<file path="config.mk">
export PLATFORM = sky130hd
export DESIGN_NAME = bbe_queue
export DESIGN_NICKNAME = d
export VERILOG_FILES = /design/src/design/bbe_pkg.sv /design/src/design/bbe_queue.sv
export VERILOG_INCLUDE_DIRS = /design/src /design/src/design
export SDC_FILE = /design/constraint.sdc
export NUM_CORES = 1
export LEC_CHECK = 0
export BUFFER_PORTS_ARGS = -buffer_cell sky130_fd_sc_hd__buf_2
export CAP_MARGIN = 20
export CORE_UTILIZATION = 45
export DETAILED_ROUTE_END_ITERATION = 8
export MAX_ROUTING_LAYER = met4
export PLACE_DENSITY = 0.71
export SYNTH_ARGS = -nofsm -noshare
export SYNTH_HDL_FRONTEND = slang
export SYNTH_SLANG_ARGS = --single-unit
</file>
<file path="constraint.sdc">
create_clock -name clock -period 5.2 [get_ports clock]
set_clock_uncertainty 0.1 [all_clocks]
set_input_delay 0.52 -clock clock [delete_from_list [all_inputs] [get_ports clock]]
set_output_delay 0.52 -clock clock [all_outputs]
set_load 0.1 [all_outputs]
</file>
<file path="src/design/box_blur_3x3_edge_aware_unit_assert.svh">
// assertion macros used by the box blur queue module
// no dependencies; included by bbe_queue.sv, which carries concurrent assertions
`ifndef BOX_BLUR_3X3_EDGE_AWARE_UNIT_ASSERT_SVH
`define BOX_BLUR_3X3_EDGE_AWARE_UNIT_ASSERT_SVH

// same-cycle implication
`define BBE_ASSERT_IMP(label, clk, rst, ante, cons, msg) \
   label: assert property (@(posedge clk) disable iff (rst) (ante) |-> (cons)) else $error(msg);

// next-cycle implication
`define BBE_ASSERT_NXT(label, clk, rst, ante, cons, msg) \
   label: assert property (@(posedge clk) disable iff (rst) (ante) |=> (cons)) else $error(msg);

`endif

</file>
<file path="src/design/bbe_pkg.sv">
// shared types, constants and helper functions of the 3x3 box blur
// no dependencies; used by all box blur modules
package bbe_pkg;

   localparam int PIX_W        = 24;
   localparam int CH_W         = 8;
   localparam int SUM_W        = 12;
   localparam int REC_SHIFT    = 20;
   localparam int REC_W        = 21;
   localparam int PROD_W       = SUM_W + REC_W;
   localparam int ROW_W        = 13;
   localparam int CFG_WIDTH_W  = 11;
   localparam int CFG_HEIGHT_W = 13;
   localparam int HEIGHT_LIMIT = 4096;
   localparam int Q_DEPTH      = 4;
   localparam int Q_AW         = 2;
   localparam int Q_CW         = 3;

   localparam logic REQ_PIXEL = 1'b0;
   localparam logic REQ_DRAIN = 1'b1;

   localparam logic CSR_FRAME_WIDTH  = 1'b0;
   localparam logic CSR_FRAME_HEIGHT = 1'b1;

   typedef struct packed {
      logic emit;
      logic load_row;
      logic top_ok;
      logic bot_ok;
      logic left_ok;
      logic right_ok;
      logic frame_end;
   } bbe_ctrl_type;

   typedef struct packed {
      bbe_ctrl_type       ctrl;
      logic [PIX_W-1:0]   bot;
      logic [PIX_W-1:0]   mid;
      logic [PIX_W-1:0]   top;
   } bbe_entry_type;

   // ceil(2^REC_SHIFT / n), exact for every window sum
   function automatic logic [REC_W-1:0] recip(input logic [3:0] n);
      logic [REC_W-1:0] k;
      unique case (n)
         4'd1:    k = REC_W'(1048576);
         4'd2:    k = REC_W'(524288);
         4'd3:    k = REC_W'(349526);
         4'd4:    k = REC_W'(262144);
         4'd6:    k = REC_W'(174763);
         4'd9:    k = REC_W'(116509);
         default: k = '0;
      endcase
      return k;
   endfunction

endpackage

</file>
<file path="src/design/bbe_queue.sv">
// short queue of classified items between front and back end
// depends on bbe_pkg and box_blur_3x3_edge_aware_unit_assert.svh
`include "box_blur_3x3_edge_aware_unit_assert.svh"

module bbe_queue (
   input  logic                   clock,
   input  logic                   reset,
   input  logic                   push,
   input  bbe_pkg::bbe_entry_type push_entry,
   input  logic                   pop,
   output bbe_pkg::bbe_entry_type head_entry,
   output logic                   not_empty,
   output logic [bbe_pkg::Q_CW-1:0] count
);

   bbe_pkg::bbe_entry_type entries_ff [bbe_pkg::Q_DEPTH];
   logic [bbe_pkg::Q_AW-1:0] wr_ptr_ff, wr_ptr_in;
   logic [bbe_pkg::Q_AW-1:0] rd_ptr_ff, rd_ptr_in;
   logic [bbe_pkg::Q_CW-1:0] count_ff, count_in;

   always_comb begin
      wr_ptr_in = push ? wr_ptr_ff + 1'b1 : wr_ptr_ff;
      rd_ptr_in = pop ? rd_ptr_ff + 1'b1 : rd_ptr_ff;
      count_in  = count_ff + bbe_pkg::Q_CW'(push) - bbe_pkg::Q_CW'(pop);
   end

   always_ff @(posedge clock) begin
      if (reset) begin
         wr_ptr_ff <= '0;
         rd_ptr_ff <= '0;
         count_ff  <= '0;
      end else begin
         wr_ptr_ff <= wr_ptr_in;
         rd_ptr_ff <= rd_ptr_in;
         count_ff  <= count_in;
      end
   end

   always_ff @(posedge clock) begin
      if (push) begin
         entries_ff[wr_ptr_ff] <= push_entry;
      end
   end

   assign head_entry = entries_ff[rd_ptr_ff];
   assign not_empty  = (count_ff != '0);
   assign count      = count_ff;

   `BBE_ASSERT_IMP(a_no_overflow, clock, reset, push, count_ff < bbe_pkg::Q_CW'(bbe_pkg::Q_DEPTH), "push into full queue")
   `BBE_ASSERT_IMP(a_no_underflow, clock, reset, pop, count_ff != '0, "pop from empty queue")
   `BBE_ASSERT_NXT(a_count_up, clock, reset, push && !pop, count_ff == $past(count_ff) + bbe_pkg::Q_CW'(1), "queue count lost a push")

endmodule

</file>
==> out/metrics.cfg <==
[run_status]
outcome = finished clean

[pwr]
power.switching_mw = 1.945
switching_share_pct = 29.32
seqPwrFrac_pct = 46.3
comb_power_share_pct = 18.2
intPower_mw = 4.690
cellLeakagePower_nw = 4.772
finalPower_mw = 6.635
max-vdd-ir-drop_uv = 344.7
p_per_area_mw_per_mm2 = 469.7
p_clk_share_pct = 35.5

[synthesis]
seq_area_frac_synth_pct = 81.83
synthCells = 454
synth_area_mm2 = 0.01182
synthesis.nets = 544
yosysWarnings = 0
yosysUniqueCellTypes = 21
avgSynthCellArea_um2 = 26.03
ys_ff_latch = 325

[setup_path]
endpoint_kind = output pin
critPathArrivalTime_ns = 2.84
crit_type = flop to output pin
slowest_stage = dfxtp_4
cp_cell_sequence = buf_4, mux4_2, buf_2
required_ns = 4.58
cp_top_family = flip-flops
r2r_cells = 4
worst-path-buf-inv = 2
crit_fanout = 41
crit_path_start_kind = flop
r2r_end = entries_ff[0][47]
max_stage_delay_ns = 0.90
rrSetupSlack_ns = 2.89
timing.rr.start = wr_ptr_ff[1]

[placed_design]
place_ws_ns = 2.162
detailed_place_hpwl_um = 12470
gp_congestion = 0.7186
portBuffers = 165
placed_cells = 938

[clocking]
post_cts_resize_count = 0
h-tree-depth = 2
hold_buffers = 0
cts_buffers = 34
cts_setup_buffers = 0
path_clk_slew_ns = 0.06
cts_root_buffer = clkbuf_16
clock_latency_ns = 0.49
numClockSinks = 325
clock_path_buffers = 3
cts_tree = done

[sta]
finalSetupViolCount = 0
setup_slack_ns = 1.740
hold_viol = 0
max_freq_mhz = 289.0
worst_pin_slew_ns = 0.8291
fin_crit_sh_pct = 66.54
slew_headroom_pct = 44.73
finalCriticalPeriod_ns = 3.460
tns_ns = 0
rsz0062_at_grt = false
slew_viol_final = 0

[global_routing]
antenna_found_initial = 3
grt_pass1_vias = 5822
grt_usage_pct = 16.48
overflow = 0
grt_max_degree = 50
grt_pass1_wl_um = 31750

[floorplanning]
die_x_um = 164.0
io_pins = 166
initial_core_util_pct = 46.39
core_area_mm2 = 0.02547
die_h_um = 164.0
dieArea_mm2 = 0.02691
rows = 58

[min_path]
min_to = entries_ff[2][56]
hold_path_depth = 1
hold_start = push_entry[56]
hold_class = primary input to flop

[layout]
fin_nets = 734
fin_cells = 1003
utilization_pct = 55.45
post_route_cells_drive_above_1_share_pct = 45.89
syn_to_final_growth_pct = 19.54

[detailed_routing]
vias = 5237
firstDrtPassIters = 4
route.detailed.drc = 0
ant_nets = 0
viasPerCell = 5.221
drtIter0Drc = 391
wl_per_cell_um = 20.80
routed_wl_um = 20860

[job]
drv_cap = 0

synth_stat cells:
cell type,number,area (um2)
xnor2_1,2,17.52
and2_1,4,25.02
buf_6,1,11.26
ha_1,6,75.07
dfxtp_1,9,180.2
mux2i_1,1,10.01
nor2_1,5,18.77
or3_1,1,6.260
a21oi_1,1,5.000
clkbuf_1,6,22.52
edfxtp_1,316,9489
buf_2,9,45.04
nand3b_1,1,7.510
xor3_1,1,23.77
nor2b_1,2,12.51
a21bo_2,1,10.01
buf_8,1,15.01
mux4_2,79,1779
inv_1,6,22.52
buf_12,1,20.02
fa_1,1,20.02
layout make-up:
type	instances	area [um2]
fillers	1867	11350
flip-flops and latches	325	9677
multi-input cells	105	2021
clock buffers	37	883.3
repair buffers	172	878.3
well taps	330	412.9
clock inverters	24	220.2
inverters	6	22.52
diodes	4	10.01
metal layers:
layer	up-vias	part of all wire (%)	GRT usage (%)	routed length, um
met1	2703	39	18.99	8082
met2	161	53	28.39	10990
met4	0	2.6	5.766	545
li1	2327	-	-	-
met3	46	6.0	3.712	1245
met5	-	0	-	0
per-stage QoR:
| step | area, um2 | hold slack [ns] |
|---|---|---|
| global route | 14120 | 0.1123 |
| finish | 14120 | 0.1330 |
| detailed placement | 13010 | 0.4147 |
| CTS | 14110 | 0.1088 |
| floorplan | 11820 | 0.3918 |
| global placement | 13010 | 0.4059 |
cell usage in the layout (no fill, tap or decap), drive strengths merged, types with 2 or more instances in the layout:
cell type / netlist / routed
and2: 4 / 4
xnor2: 2 / 2
clkinvlp: 0 / 2
diode: 0 / 4
nor2: 5 / 5
inv: 6 / 7
ha: 6 / 6
bufinv: 0 / 4
nor2b: 2 / 2
dfxtp: 9 / 9
clkbuf: 6 / 37
clkinv: 0 / 17
buf: 12 / 172
edfxtp: 316 / 316
mux4: 79 / 79
flip-flops by register name, summed over array words and instances (netlist names), named ones only:
name	count
count	3
wr_ptr_ff	2
rd_ptr_ff	2
entries_ff	316
worst max path at each step:
stage	from	to	slack (ns)	cells past startpoint
final	flop	head_entry[2]	1.74	3
after global routing	flop	head_entry[2]	1.50	3
after CTS	flop	head_entry[2]	1.58	3
after detailed placement	flop	head_entry[26]	2.16	3
after global placement	flop	head_entry[26]	2.19	3
after floorplan	wr_ptr_ff[0]	entries_ff[0][0]	2.27	3
power by group through the flow:
stage,sequential [mW],clock [mW],combinational [mW]
finish,3.07,2.35,1.21
global route,3.09,2.51,1.25
CTS,3.08,2.42,1.22
detailed placement,3.13,0,1.22
global placement,3.12,0,1.20
floorplan,3.14,0,0.992
logic make-up (layout without fill, tap and decap cells):
| logic type | count (synthesis) | count (layout) | synth area share, % |
|---|---|---|---|
| AOI/OAI and AO/OA | 2 | 2 | 0.1270 |
| xor gates and xnor gates | 3 | 3 | 0.3494 |
| adders and majority gates | 7 | 7 | 0.8047 |
| buffers and inverters | 24 | 239 | 1.154 |
| DFF | 325 | 325 | 81.83 |
| muxes | 80 | 80 | 15.14 |
| other | 0 | 4 | 0 |
| and+or+nand+nor | 13 | 13 | 0.5930 |
(Power assumes the default switching activity.)
