**config.mk**
```make
export PLATFORM = sky130hd
export DESIGN_NAME = bbe_back
export DESIGN_NICKNAME = d
export VERILOG_FILES = /design/src/design/box_blur_3x3_edge_aware_unit_assert.svh /design/src/design/bbe_pkg.sv /design/src/design/bbe_back.sv
export SDC_FILE = /design/constraint.sdc
export NUM_CORES = 2
export LEC_CHECK = 0
export BUFFER_PORTS_ARGS = -buffer_cell sky130_fd_sc_hd__buf_2
export CAP_MARGIN = 20
export CORE_MARGIN = 2
export CORE_UTILIZATION = 60
export CTS_BUF_LIST = sky130_fd_sc_hd__clkbuf_4 sky130_fd_sc_hd__clkbuf_8
export CTS_CLUSTER_DIAMETER = 60
export DETAILED_ROUTE_END_ITERATION = 10
export GPL_TIMING_DRIVEN = 0
export PLACE_DENSITY_LB_ADDON = 0.25
export REMOVE_ABC_BUFFERS = 1
export SETUP_SLACK_MARGIN = 0.05
export SLEW_MARGIN = 5
export SYNTH_ARGS = -nofsm -noshare
export SYNTH_HDL_FRONTEND = slang
export SYNTH_SLANG_ARGS = --single-unit
```
**constraint.sdc**
```tcl
create_clock -name clock -period 15.6 [get_ports clock]
set_input_delay 1.56 -clock clock [delete_from_list [all_inputs] [get_ports clock]]
set_output_delay 1.56 -clock clock [all_outputs]
set_load 0.01 [all_outputs]
```
**src/design/box_blur_3x3_edge_aware_unit_assert.svh**
```systemverilog
// assertion macros used by the box blur queue module
// no dependencies; included by bbe_queue.sv, which carries concurrent assertions
`ifndef BOX_BLUR_3X3_EDGE_AWARE_UNIT_ASSERT_SVH
`define BOX_BLUR_3X3_EDGE_AWARE_UNIT_ASSERT_SVH

// same-cycle implication
`define BBE_ASSERT_IMP(label, clk, rst, ante, cons, msg) \
   label: assert property (@(posedge clk) disable iff (rst) (ante) |-> (cons)) else $error(msg);

// next-cycle implication
`define BBE_ASSERT_NXT(label, clk, rst, ante, cons, msg) \
   label: assert property (@(posedge clk) disable iff (rst) (ante) |=> (cons)) else $error(msg);

`endif

```
**src/design/bbe_pkg.sv**
```systemverilog
// shared types, constants and helper functions of the 3x3 box blur
// no dependencies; used by all box blur modules
package bbe_pkg;

   localparam int PIX_W        = 24;
   localparam int CH_W         = 8;
   localparam int SUM_W        = 12;
   localparam int REC_SHIFT    = 20;
   localparam int REC_W        = 21;
   localparam int PROD_W       = SUM_W + REC_W;
   localparam int ROW_W        = 13;
   localparam int CFG_WIDTH_W  = 11;
   localparam int CFG_HEIGHT_W = 13;
   localparam int HEIGHT_LIMIT = 4096;
   localparam int Q_DEPTH      = 4;
   localparam int Q_AW         = 2;
   localparam int Q_CW         = 3;

   localparam logic REQ_PIXEL = 1'b0;
   localparam logic REQ_DRAIN = 1'b1;

   localparam logic CSR_FRAME_WIDTH  = 1'b0;
   localparam logic CSR_FRAME_HEIGHT = 1'b1;

   typedef struct packed {
      logic emit;
      logic load_row;
      logic top_ok;
      logic bot_ok;
      logic left_ok;
      logic right_ok;
      logic frame_end;
   } bbe_ctrl_type;

   typedef struct packed {
      bbe_ctrl_type       ctrl;
      logic [PIX_W-1:0]   bot;
      logic [PIX_W-1:0]   mid;
      logic [PIX_W-1:0]   top;
   } bbe_entry_type;

   // ceil(2^REC_SHIFT / n), exact for every window sum
   function automatic logic [REC_W-1:0] recip(input logic [3:0] n);
      logic [REC_W-1:0] k;
      unique case (n)
         4'd1:    k = REC_W'(1048576);
         4'd2:    k = REC_W'(524288);
         4'd3:    k = REC_W'(349526);
         4'd4:    k = REC_W'(262144);
         4'd6:    k = REC_W'(174763);
         4'd9:    k = REC_W'(116509);
         default: k = '0;
      endcase
      return k;
   endfunction

endpackage

```
**src/design/bbe_back.sv**
```systemverilog
// back end: 3x3 window, masked sums, rounding divide and output register
// depends on bbe_pkg
module bbe_back (
   input  logic                   clock,
   input  logic                   reset,
   input  bbe_pkg::bbe_entry_type q_entry,
   input  logic                   q_valid,
   output logic                   q_pop,
   output logic                   rsp_tvalid,
   input  logic                   rsp_tready,
   output logic [23:0]            rsp_tdata,   // red_out, green_out, blue_out
   output logic                   rsp_tlast    // frame_end
);

   typedef logic [2:0][bbe_pkg::PIX_W-1:0] bbe_col_type;

   bbe_col_type                     win_ff [3];
   bbe_col_type                     win_in [3];
   bbe_col_type                     fetched;

   logic                            b1_valid_ff, b1_last_ff;
   logic [bbe_pkg::SUM_W-1:0]       b1_x_ff [3];
   logic [bbe_pkg::SUM_W-1:0]       b1_x_in [3];
   logic [bbe_pkg::REC_W-1:0]       b1_k_ff, b1_k_in;
   logic                            b2_valid_ff, b2_last_ff;
   logic [bbe_pkg::PROD_W-1:0]      b2_prod_ff [3];
   logic                            rsp_valid_ff, rsp_last_ff;
   logic [23:0]                     rsp_data_ff, rsp_data_in;

   logic                            en, pop, emit;
   logic [2:0]                      row_ok, col_ok;
   logic [1:0]                      rc, cc;
   logic [3:0]                      n;
   logic [bbe_pkg::SUM_W-1:0]       sum;

   assign en    = !rsp_valid_ff || rsp_tready;
   assign pop   = en && q_valid;
   assign q_pop = pop;
   assign emit  = pop && q_entry.ctrl.emit;

   always_comb begin
      fetched = {q_entry.bot, q_entry.mid, q_entry.top};
      row_ok  = {q_entry.ctrl.bot_ok, 1'b1, q_entry.ctrl.top_ok};
      col_ok  = {q_entry.ctrl.right_ok, 1'b1, q_entry.ctrl.left_ok};
      rc      = 2'd1 + 2'(q_entry.ctrl.top_ok) + 2'(q_entry.ctrl.bot_ok);
      cc      = 2'd1 + 2'(q_entry.ctrl.left_ok) + 2'(q_entry.ctrl.right_ok);
      n       = 4'(rc) * 4'(cc);
      b1_k_in = bbe_pkg::recip(n);

      // an emitting entry shifts the window by one column; otherwise it stays (a load_row entry still loads column 2)
      if (q_entry.ctrl.emit) begin
         win_in[0] = win_ff[1];
         win_in[1] = win_ff[2];
         win_in[2] = fetched;
      end else begin
         win_in = win_ff;
      end

      for (int ch = 0; ch < 3; ch++) begin
         sum = '0;
         for (int j = 0; j < 3; j++) begin
            for (int r = 0; r < 3; r++) begin
               if (row_ok[r] && col_ok[j]) begin
                  sum = sum + bbe_pkg::SUM_W'(win_in[j][r][ch*bbe_pkg::CH_W +: bbe_pkg::CH_W]);
               end
            end
         end
         b1_x_in[ch] = sum + bbe_pkg::SUM_W'(n >> 1);
      end

      for (int ch = 0; ch < 3; ch++) begin
         rsp_data_in[ch*bbe_pkg::CH_W +: bbe_pkg::CH_W] =
            b2_prod_ff[ch][bbe_pkg::REC_SHIFT +: bbe_pkg::CH_W];
      end
   end

   always_ff @(posedge clock) begin
      if (pop) begin
         win_ff[0] <= win_in[0];
         win_ff[1] <= win_in[1];
         win_ff[2] <= q_entry.ctrl.load_row ? fetched : win_in[2];
      end
   end

   always_ff @(posedge clock) begin
      if (reset) begin
         b1_valid_ff  <= 1'b0;
         b2_valid_ff  <= 1'b0;
         rsp_valid_ff <= 1'b0;
      end else if (en) begin
         b1_valid_ff  <= emit;
         b2_valid_ff  <= b1_valid_ff;
         rsp_valid_ff <= b2_valid_ff;
      end
   end

   always_ff @(posedge clock) begin
      if (en) begin
         b1_x_ff     <= b1_x_in;
         b1_k_ff     <= b1_k_in;
         b1_last_ff  <= q_entry.ctrl.frame_end;
         for (int ch = 0; ch < 3; ch++) begin
            b2_prod_ff[ch] <= bbe_pkg::PROD_W'(b1_x_ff[ch]) * bbe_pkg::PROD_W'(b1_k_ff);
         end
         b2_last_ff  <= b1_last_ff;
         rsp_data_ff <= rsp_data_in;
         rsp_last_ff <= b2_last_ff;
      end
   end

   assign rsp_tvalid = rsp_valid_ff;
   assign rsp_tdata  = rsp_data_ff;
   assign rsp_tlast  = rsp_last_ff;

endmodule

```
==> impl_metrics.csv <==
group,metric,value,unit
clocking,cts_max_path_buffers,3,
routing,vias,27076,
finish,fin_cells,4804,
synth,synth_warnings,0,
pwr,switching_share,0.472,
sta,slew-limit-headroom,0.260,
worst_setup_path,crit_required,15.96,ns
sta,fin_crit_sh,0.784,
synth,synth_top_flop_cell,"edfxtp_1",
pwr,irDropWorstVdd,0.0000800,V
grt,grt_pass1_wl,146,mm
floorplanning,num_rows,93,
synth,synth.ff_latch_count,314,
synth,synth_top_area_cell,"edfxtp_1",
finish,drive_gt1_frac,0.135,
finish,fin_area,42000,um2
synth,synth_area_leaders,"edfxtp_1 (24%), fa_1 (23%), ha_1 (11%), mux2_2 (8.2%), inv_1 (6.2%)",
floorplanning,coreArea,64500,um2
routing,wirelength,90.3,mm
finish,synthToLayoutAreaGrowth,7.20,%
routing,drc,0,
floorplanning,die-height,259,um
clocking,cts_hold_buf,0,
pwr,leakage,19.4,nW
synth,synth.most_common_cell,"inv_1",
placement,dp_cells,4701,
worst_setup_path,slowest_stage,"buf_2",
worst_setup_path,slowest_delay,0.69,ns
synth,ys_async_sr_fraction,0,
worst_setup_path,startpoint_type,"primary input",
worst_setup_path,cp_data_arrival_time,12.59,ns
clocking,insertion_delay,0.65,ns
pwr,pwr-share-seq,0.186,
clocking,clockRootBuffer,"clkbuf_8",
sta,tightest_slew,1.11,ns
pwr,p_int,3.83,mW
grt,grt_max_degree,115,
worst_setup_path,cp_common_cell,"ha_1",
grt,grt_usage,0.275,
floorplanning,ios,110,
sta,rsz0062_at_grt,"no",
grt,grt_antenna_before_repair,5,
synth,avgSynthCellArea,10.3,um2
sta,finClkSkew,0.0213,ns
pwr,p_per_area,173,nW/um2
routing,drtPass1Iterations,6,
synth,synth_cell_type_count,88,
synth,synth_seq_area_share,0.240,
worst_setup_path,path_max_fanout,37,
clocking,cts_max_level,2,
clocking,numCtsBuffers,56,
placement,dp_hpwl,72.4,mm
placement,place_ws,2.33,ns
grt,grt_pass1_vias,27554,
finish,fillCellCount,5290,
pwr,power_frac_clock,0.111,
clocking,clock_sinks,314,
routing,ant_nets,0,
grt,gr-total-overflow,0,
routing,avgViaCountPerCell,5.64,
sta,slew_violations,0,
worst_hold_path,hp-class,"reg -> reg",
routing,wl_per_cell,18.8,um
floorplanning,initial_core_util,0.607,
pwr,combPwrFrac,0.702,
sta,fmax,81.8,MHz
sta,hold_viol,0,
synth,synth_commonest_cells,"inv_1 (644), fa_1 (450), ha_1 (346)",
floorplanning,die_w,259,um
placement,portBuffers,109,
synth,synth-edff-count,311,
worst_setup_path,worstSetupPathType,"in -> reg",
worst_setup_path,endpoint_kind,"flip-flop",
job,max_cap_violations,0,
finish,nets,4785,
status,run_status,"complete, no violations",
placement,globalplace.congestion,0.909,
placement,postPlaceCellArea,40800,um2
sta,fin_crit,12.23,ns
synth,synth_top_area_share,0.239,
pwr,power,7.25,mW
floorplanning,die_area,67300,um2
pwr,p_sw,3.42,mW
clocking,clk_pin_slew,0.06,ns
clocking,cts_tree,"done",
clocking,postCtsSetupBuffers,0,
routing,drtIter0Drc,1741,
sta,fin_ws,3.37,ns
synth,syn_area,39200,um2
clocking,ctsResizeCount,0,
synth,synthCells,3818,
sta,setup_violations,0,
worst paths after layout:
path                      from           end  slack (ns)  depth (start not counted)
max reg2reg         win_ff[88]   b1_x_ff[11]        5.00                         49
min reg2reg  b2_prod_ff[0][53]  rsp_tdata[8]        0.42                          0
min          b2_prod_ff[0][53]  rsp_tdata[8]        0.42                          0
max                q_entry[76]   b1_x_ff[11]        3.37                         49
logic make-up after synthesis:
family / count (synthesis) / share of synthesized area
buf+inv: 745 / 0.0716
flops: 314 / 0.240
mux: 325 / 0.0926
fa+ha+maj: 799 / 0.341
compound gates: 587 / 0.0972
simple gates: 842 / 0.109
xor+xnor: 206 / 0.0485
layout make-up:
class                           count  area (um2)  area share
Antenna cell                        4        10.0    0.000238
Clock buffer                       73         905      0.0216
Clock inverter                     24         220     0.00525
Inverter                          648        2430      0.0580
Multi-Input combinational cell   2759       27000       0.642
Sequential cell                   314        9400       0.224
Tap cell                          855        1070      0.0255
Timing Repair Buffer              127         982      0.0234
layer usage:
metal	vias to the layer above	global-route usage	part of all wire
met2	682	0.451	0.47
met5	-	0	0.00014
met1	13278	0.385	0.45
li1	12987	-	-
met3	127	0.0353	0.052
met4	2	0.0813	0.028
per-stage QoR:
step	setup TNS [ns]	utilization	hold WS (ns)
2_1_floorplan	0	-	0.400
3_3_place_gp	-0.137	0.627	0.401
3_5_place_dp	0	0.633	0.405
4_1_cts	0	0.650	0.418
5_1_grt	0	0.651	0.426
6_report	0	0.651	0.417
registers in the layout, indices dropped and copies added, names as in the netlist:
register and cells:
b1_k_ff 8, rsp_tdata 24, b1_x_ff 36, b2_valid_ff 1, b2_prod_ff 24, rsp_tlast 1
win_ff 216, b1_valid_ff 1, b2_last_ff 1, b1_last_ff 1, rsp_tvalid 1
cell usage in the layout (no fill, tap or decap), types with 7 or more instances in the layout:
master	n
inv_1	642
fa_1	450
ha_1	346
edfxtp_1	311
mux2_2	285
and2_1	233
nor2_1	203
nand2_1	185
a21oi_1	158
xnor2_1	127
o21ai_0	116
buf_2	106
a21o_1	76
xor2_1	72
clkbuf_8	57
nor3_1	50
mux2i_1	37
nor2b_1	37
nand3_1	31
o21ai_1	31
o21a_1	30
nand2b_1	27
a211oi_1	25
o31ai_1	20
clkbuf_4	16
buf_16	13
or3_1	12
and3_1	12
a21boi_0	11
or2_2	10
a21boi_1	10
o21bai_1	10
o31a_1	9
clkinv_1	9
clkinv_2	9
o211ai_1	8
nand4_1	8
nor3b_1	7
a31oi_1	7
a41oi_1	7
worst max-delay path, delay by kind of cell:
| family | cells | cell delay (ns) |
|---|---|---|
| xor gates and xnor gates | 3 | 0.68 |
| and+or+nand+nor | 15 | 2.67 |
| adders and majority gates | 9 | 2.90 |
| AOI/OAI and AO/OA | 19 | 3.87 |
| buffers and inverters | 3 | 0.86 |
power by group through the flow:
| stage | sequential (mW) | combinational [mW] | clock (mW) |
|---|---|---|---|
| finish | 1.35 | 5.09 | 0.806 |
| global route | 1.37 | 5.80 | 0.859 |
| global placement | 1.38 | 4.88 | 0 |
| CTS | 1.35 | 5.09 | 0.824 |
| detailed placement | 1.37 | 5.05 | 0 |
| floorplan | 1.32 | 3.85 | 0 |
Power figures use the tool's default switching activity.
